$ cat config.mk
export PLATFORM = sky130hd
export DESIGN_NAME = cbz_ctrl
export DESIGN_NICKNAME = d
export VERILOG_FILES = /design/src/rtl/cbz_pkg.sv /design/src/rtl/cbz_ctrl.sv
export SDC_FILE = /design/constraint.sdc
export NUM_CORES = 1
export LEC_CHECK = 0
export ABC_AREA = 1
export BUFFER_PORTS_ARGS = -buffer_cell sky130_fd_sc_hd__buf_4
export CAP_MARGIN = 20
export CORE_UTILIZATION = 30
export DETAILED_ROUTE_END_ITERATION = 8
export HOLD_SLACK_MARGIN = 0.1
export PLACE_DENSITY_LB_ADDON = 0.25
export RECOVER_POWER = 50
export SYNTH_ARGS = -nofsm -noshare
export SYNTH_HDL_FRONTEND = slang
export SYNTH_SLANG_ARGS = --single-unit
$ cat constraint.sdc
create_clock -name clk_i -period 1.4 [get_ports clk_i]
set_input_delay 0.35 -clock clk_i [delete_from_list [all_inputs] [get_ports clk_i]]
set_output_delay 0.35 -clock clk_i [all_outputs]
set_load 0.005 [all_outputs]
$ cat src/rtl/cbz_pkg.sv
// ----------------------------------------------------------------------------
// cbz_pkg
// Shared types and constants of the piecewise cubic Bezier evaluator: item
// codes, controller states and the command/status bundles between the
// controller and the datapath.
// ----------------------------------------------------------------------------
package cbz_pkg;

  // Fixed field widths
  localparam int unsigned T_W     = 17;   // Q1.16 parameter, 65536 = 1.0
  localparam int unsigned COORD_W = 32;   // signed Q16.16 coordinate
  localparam int unsigned WGT_W   = 25;   // Q1.24 Bernstein weight, up to 1.0
  localparam int unsigned ACC_W   = 60;   // exact sum of four point*weight
  localparam int unsigned RND_SH  = 24;   // weight and blend rounding shift

  // Segment capacity, tied to the 5-bit segment count and 6-bit point index
  localparam int unsigned MAX_SEGMENTS = 16;

  localparam logic [T_W-1:0] ONE_Q16 = 17'h10000;

  // Configuration register indexes
  localparam int unsigned REG_SEG_COUNT = 0;
  localparam logic [4:0]  SEG_COUNT_RST = 5'd1;

  typedef enum logic [1:0] {
    OP_LOAD        = 2'd0,
    OP_EVAL        = 2'd1,
    OP_SWEEP_COUNT = 2'd2,
    OP_SWEEP_STEP  = 2'd3
  } op_e;

  typedef enum logic [3:0] {
    S_IDLE,
    S_CHK,
    S_DIV,
    S_TT,
    S_SEG,
    S_SQ,
    S_CUBE,
    S_WGT,
    S_MAC,
    S_EMIT
  } state_e;

  typedef struct packed {
    logic       capture;     // latch item fields, reset sample counter
    logic       cap_single;  // item yields exactly one sample
    logic       wr_point;    // write one control point
    logic       div_start;   // start the step division
    logic       step_ld;     // take the quotient as sweep increment
    logic       t_adv;       // advance the sweep parameter
    logic       k_inc;       // count one emitted sample
    logic       acc_clr;     // clear blend accumulators
    logic       mac_rd_en;   // read one control point for the blend
    logic [1:0] mac_idx;     // point within the segment
    logic       emit;        // load the output register
    logic       emit_last;
    logic       emit_trunc;
  } cmd_t;

  typedef struct packed {
    logic div_done;
    logic t_le_end;     // current parameter <= end
    logic next_le_end;  // parameter after one more step <= end
    logic last_count;   // current sample is the last of the count
    logic at_cap;       // current sample is the last one allowed
    logic out_free;     // output register can take a result
  } status_t;

endpackage

$ cat src/rtl/cbz_ctrl.sv
// ----------------------------------------------------------------------------
// cbz_ctrl
// Sequencer: takes items, runs the step division and walks each sample
// through the weight chain, the blend and the output register.
// ----------------------------------------------------------------------------
module cbz_ctrl (
  input  logic             clk_i,
  input  logic             rst_ni,
  input  logic             in_valid_i,
  output logic             in_ready_o,
  input  logic [1:0]       op_i,
  input  cbz_pkg::status_t status_i,
  output cbz_pkg::cmd_t    cmd_o
);

  cbz_pkg::state_e state_q, state_d;
  cbz_pkg::op_e    mode_q, mode_d;
  logic [2:0]      mac_q, mac_d;
  logic            last;

  // State registers
  always_ff @(posedge clk_i or negedge rst_ni) begin
    if (!rst_ni) begin
      state_q <= cbz_pkg::S_IDLE;
      mode_q  <= cbz_pkg::OP_LOAD;
      mac_q   <= '0;
    end else begin
      state_q <= state_d;
      mode_q  <= mode_d;
      mac_q   <= mac_d;
    end
  end

  // Next state and commands
  always_comb begin
    state_d    = state_q;
    mode_d     = mode_q;
    mac_d      = mac_q;
    cmd_o      = '0;
    in_ready_o = 1'b0;
    last       = (mode_q == cbz_pkg::OP_SWEEP_STEP)
                 ? (status_i.at_cap || !status_i.next_le_end)
                 : status_i.last_count;

    unique case (state_q)
      cbz_pkg::S_IDLE: begin
        in_ready_o = 1'b1;
        if (in_valid_i) begin
          if (cbz_pkg::op_e'(op_i) == cbz_pkg::OP_LOAD) begin
            cmd_o.wr_point = 1'b1;
          end else begin
            cmd_o.capture    = 1'b1;
            cmd_o.cap_single = cbz_pkg::op_e'(op_i) == cbz_pkg::OP_EVAL;
            mode_d           = cbz_pkg::op_e'(op_i);
            state_d          = cbz_pkg::S_CHK;
          end
        end
      end
      cbz_pkg::S_CHK: begin
        priority if (mode_q == cbz_pkg::OP_SWEEP_COUNT && !status_i.last_count) begin
          cmd_o.div_start = 1'b1;
          state_d         = cbz_pkg::S_DIV;
        end else if (mode_q == cbz_pkg::OP_SWEEP_STEP && !status_i.t_le_end) begin
          state_d = cbz_pkg::S_IDLE;
        end else begin
          state_d = cbz_pkg::S_TT;
        end
      end
      cbz_pkg::S_DIV: begin
        if (status_i.div_done) begin
          cmd_o.step_ld = 1'b1;
          state_d       = cbz_pkg::S_TT;
        end
      end
      cbz_pkg::S_TT:   state_d = cbz_pkg::S_SEG;
      cbz_pkg::S_SEG:  state_d = cbz_pkg::S_SQ;
      cbz_pkg::S_SQ:   state_d = cbz_pkg::S_CUBE;
      cbz_pkg::S_CUBE: state_d = cbz_pkg::S_WGT;
      cbz_pkg::S_WGT: begin
        cmd_o.acc_clr = 1'b1;
        mac_d         = '0;
        state_d       = cbz_pkg::S_MAC;
      end
      cbz_pkg::S_MAC: begin
        // Four reads, then let the multiply and accumulate drain
        cmd_o.mac_rd_en = mac_q < 3'd4;
        cmd_o.mac_idx   = mac_q[1:0];
        if (mac_q == 3'd5) begin
          state_d = cbz_pkg::S_EMIT;
        end else begin
          mac_d = mac_q + 1'b1;
        end
      end
      cbz_pkg::S_EMIT: begin
        if (status_i.out_free) begin
          cmd_o.emit       = 1'b1;
          cmd_o.emit_last  = last;
          cmd_o.emit_trunc = mode_q == cbz_pkg::OP_SWEEP_STEP && status_i.at_cap &&
                             status_i.next_le_end;
          if (last) begin
            state_d = cbz_pkg::S_IDLE;
          end else begin
            cmd_o.t_adv = 1'b1;
            cmd_o.k_inc = 1'b1;
            state_d     = cbz_pkg::S_TT;
          end
        end
      end
      default: state_d = cbz_pkg::S_IDLE;
    endcase
  end

  a_idle_no_cmd : assert property (@(posedge clk_i) disable iff (!rst_ni)
    state_q == cbz_pkg::S_IDLE |-> !cmd_o.emit && !cmd_o.mac_rd_en)
    else $error("datapath command issued while idle");

  a_div_then_sample : assert property (@(posedge clk_i) disable iff (!rst_ni)
    state_q == cbz_pkg::S_DIV && status_i.div_done |=> state_q == cbz_pkg::S_TT)
    else $error("division finished without starting a sample");

  a_emit_in_order : assert property (@(posedge clk_i) disable iff (!rst_ni)
    cmd_o.emit |-> $past(state_q) == cbz_pkg::S_MAC || $past(state_q) == cbz_pkg::S_EMIT)
    else $error("result emitted before the blend completed");

endmodule

# --- After elaboration in Yosys (flattened, before gate mapping) ---
# Index checks and enable logic that the tools add are counted.
# Widths: inputs -> output; s select.
totals:
  out_inout_bits: 15
  input_bits: 11
  wordCells: 67
  regBits: 9
op_classes:
  addsub: 1
  order_cmp: 1
  mux: 28
  eq_ne: 19
  n_reduce_logical: 14
  bitwise_logic: 1
op_table:
  columns: ["cell", "n"]
  rows:
  - ["$pmux 4 s10", 1]
  - ["$mux 4", 6]
  - ["$mux 3", 6]
  - ["$eq 4x3->1 const B", 4]
  - ["$mux 2", 6]
  - ["$ne 2x2->1 const B", 6]
  - ["$eq 4x2->1 const B", 2]
  - ["$eq 4x4->1 const B", 2]
  - ["$mux 1", 8]
  - ["$pmux 3 s2", 1]
  - ["$reduce_and 5->1", 1]
  - ["$eq 2x2->1 const B", 2]
  - ["$eq 4x1->1 const B", 1]
  - ["$logic_and 1x1->1", 4]
  - ["$logic_not 4->1", 1]
  - ["$add 3x1->3 const B", 1]
  - ["$eq 3x3->1 const B", 1]
  - ["$logic_not 1->1", 3]
  - ["$lt 3x3->1 const B", 1]
  - ["$reduce_and 3->1", 1]
  - ["$eq 2x1->1 const B", 1]
  - ["$logic_not 2->1", 1]
  - ["$reduce_and 2->1", 1]
  - ["$reduce_bool 2->1", 1]
  - ["other kinds (2)", 2]

# --- Logic depth before layout (Yosys ltp) ---
depth:
  depth_word: 6
  mapped_depth: 9
  ltp_nobuf: 9

# --- Worst setup path after synthesis ---
# OpenSTA, ideal clock, no wires.
synth_timing:
  kind: "flip-flop to output port"
  start: "register state_q[1]"
  end: "output cmd_o[8] in the netlist's numbering"
  slack_ps: -25
  required_ps: 1050
  n_path_buf: 1
  arrival_time_ps: 1075
  path_stages_with_launch: 7
  path_cell_list: "dfrtp_1 > inv_2 > nand2_1 > nor2_1 > nand3_1 > nor2_1 > buf_4"
synth_lines:
  columns: ["element", "line_no", "rtl"]
  rows:
  - ["start: declaration", "cbz_ctrl.sv:16", "cbz_pkg::state_e state_q, state_d;"]
  - ["start signal: assignment", "cbz_ctrl.sv:24", "state_q <= cbz_pkg::S_IDLE;"]
  - ["start signal: assignment", "cbz_ctrl.sv:28", "state_q <= state_d;"]
  - ["end: declaration", "cbz_ctrl.sv:13", "output cbz_pkg::cmd_t cmd_o"]

==> results.json <==
{
  "final_cell_area_sq_um": 1370,
  "setup_tns_ns": -3.53,
  "synth-main-ff-cell": "dfrtp_1",
  "clockBufferDepth": 2,
  "required_ns": 1.05,
  "vias": 969,
  "synth-seq-cells": 9,
  "cp_data_arrival_time_ns": 1.37,
  "clock_latency_ns": 0.27,
  "worst_path_largest_cell_delay_ns": 0.41,
  "setup_viol": 17,
  "die_x_microns": 52.1,
  "hpwl_microns": 1620,
  "vias_per_cell": 4.66,
  "diodes": 0,
  "die_area_sq_um": 2710,
  "timing.final.crit_share_pct": 123,
  "async_reset_ff_share_pct": 100,
  "core-area_sq_um": 2300,
  "finalClockSkew_ns": 0.00931,
  "finalHoldViolations": 0,
  "synth_area_sq_um": 753,
  "hold_class": "in -> reg",
  "start_util_pct": 32.8,
  "critPathKind": "reg -> out",
  "yosysTopAreaCellShare_pct": 29.9,
  "r2r_cells": 11,
  "rrSetupSlack_ns": -0.07,
  "drt.antenna.violating_nets": 0,
  "relSlewSlack_pct": 64.7,
  "critPathLaunch": "state_q[2]$_DFFE_PN0P_",
  "synth_top_cells_by_area": "dfrtp_1 30%, nand2_1 19%, nor2_1 9.5%, inv_1 8.0%, nand3_1 6.0%",
  "powerDensity_nw_per_um2": 1850,
  "io_pins": 26,
  "violations": "negative setup slack",
  "cts_tree": "done",
  "dr.first_iter.drc_count": 8,
  "syn-num-nets": 134,
  "drive_gt1_share_pct": 51.7,
  "die_height_microns": 52.1,
  "power_leakage_nw": 0.764,
  "area_growth_pct": 81.9,
  "drt-pass1-iter-count": 4,
  "maxCapViolations": 0,
  "yosysUniqueCellTypes": 20,
  "placed_area_sq_um": 1120,
  "synth_edf_count": 0,
  "grt_pass1_wl_microns": 3640,
  "grt-ovfl-total": 0,
  "rsz0062_at_grt": "true",
  "antenna_found_initial": 0,
  "rows": 17,
  "period_minus_slack_ns": 1.72,
  "yosys.area.top_type": "dfrtp_1",
  "synth.avg_cell_area_sq_um": 6.22,
  "setup_ws_ns": -0.319,
  "finalMaxSlewViolations": 0,
  "num-nets-final": 194,
  "portBuffers": 25,
  "r2r_start": "state_q[2]$_DFFE_PN0P_",
  "cts_root_buf": "clkbuf_4",
  "route.detailed.wl_per_inst_microns": 10.8,
  "htreeDepth": 1,
  "drc": 0,
  "grt_usage_pct": 18.1,
  "grt_max_degree": 10,
  "status": "finished with violations",
  "path_cells": "inv_2, nand2_4, nor3_4, nand2_1, nor2_1, buf_4",
  "wl_microns": 2240,
  "yosysSeqAreaShare_pct": 29.9,
  "cp_max_fo": 3,
  "r2r-end": "state_q[0]$_DFFE_PN0P_",
  "grt_pass1_vias": 931,
  "ir_drop_v": 0.00103,
  "hold_depth": 3,
  "synth-warning-count": 0,
  "min-delay-start": "op_i[1]",
  "cp_slowest_cell": "dfrtp_1",
  "clock.fmax_mhz": 582,
  "cts.sinks": 9,
  "endpoint_kind": "output pin",
  "numCtsBuffers": 3,
  "final_cells": 208,
  "postSynthCellCount": 121,
  "min_to": "mode_q[1]$_DFFE_PN0P_",
  "path_clk_slew_ns": 0.07,
  "dp_cells": 192,
  "crit_path_start_kind": "flop",
  "gp_congestion": 0.874,
  "worst_slew_pin_slew_ns": 0.530
}
==> synth_stat cells (2+ instances only) <==
cell,number
nand4_1,2
nor2_1,19
nand3_2,2
inv_1,16
inv_2,4
dfrtp_1,9
nand3_1,9
a21oi_1,4
nand2_2,3
nand2_1,38
nor2_4,2
nor2_2,4
ha_1,2
==> layer usage <==
metal	part of all wire (%)	vias to the layer above	global-route usage, %
met5	0	-	0
met4	1.6	0	7.21
met3	2.6	5	2.34
met2	53	22	33.5
met1	43	447	20.6
li1	-	495	-
==> timing repair <==
item	CTS	global route
endpoints found under the hold margin	9	0
setup endpoints to repair	15	21
hold buffers	1	0
pin swaps	9	11
resized for setup	14	23
setup buffers	7	5
==> cells by family (layout without fill, tap and decap cells) <==
kind of cell	after synthesis	in the layout	synth area share (%)
flip-flops	9	9	29.9
adder cells (fa/ha/maj)	2	2	3.32
buffers and inverters	21	80	11.0
AO/OA/AOI/OAI	8	8	5.81
AND/OR/NAND/NOR	80	80	48.8
XOR/XNOR	1	1	1.16
==> stage by stage <==
stage	hold slack, ns	power [mW]	setup slack [ns]	util (%)
after floorplan	0.0544	1.29	0.00337	-
after global placement	0.185	1.87	0.00880	48.7
after detailed placement	0.187	1.89	0.00452	48.7
after CTS	0.353	2.31	-0.255	54.5
after global routing	0.378	2.76	-0.388	59.6
final	0.356	2.54	-0.319	59.6
==> power by group <==
part | total, mW | internal, mW | switching (mW)
Combinational | 1.82 | 0.866 | 0.954
Sequential | 0.506 | 0.389 | 0.117
Clock | 0.211 | 0.110 | 0.101
==> placed cells by master, fill, tap and decap left out <==
master / count
a21oi_1: 3
a21oi_2: 1
buf_4: 47
buf_6: 7
clkbuf_1: 2
clkbuf_4: 3
dfrtp_1: 7
dfrtp_2: 2
dlygate4sd3_1: 1
ha_1: 2
inv_1: 14
inv_2: 6
nand2_1: 29
nand2_2: 10
nand2_4: 2
nand3_1: 7
nand3_2: 1
nand3_4: 3
nand4_1: 2
nor2_1: 15
nor2_2: 2
nor2_4: 8
nor3_4: 1
o211ai_1: 1
o21ai_0: 1
o21ai_1: 1
o22ai_1: 1
xor2_1: 1
==> worst max-delay path: cells and delay by family, from the launching register on <==
family / cells / cell delay, ns
flip-flops: 1 / 0.41
AND/OR/NAND/NOR: 4 / 0.46
buffers and inverters: 2 / 0.23
==> layout make-up <==
cell class                 count  area (sq um)
multi-input combinational     91           561
clock buffer                   4          26.3
inverter                      20          75.1
tap                           28          35.0
timing repair buffer          56           445
fill                         215           927
sequential                     9           228
==> worst max-delay path by stage <==
stage                     cells after the start  slack [ns]        end
final                                         6       -0.32  cmd_o[12]
after global routing                          6       -0.39  cmd_o[12]
after CTS                                     6       -0.25  cmd_o[12]
after detailed placement                      8       0.005  cmd_o[12]
after global placement                        6       0.009   cmd_o[7]
after floorplan                               6       0.003   cmd_o[8]
==> sequential cells by signal, indices dropped and copies added (netlist names) <==
register and flops:
state_q 4, mode_q 2, mac_q 3
No activity file was read; power rests on OpenSTA's default activity.
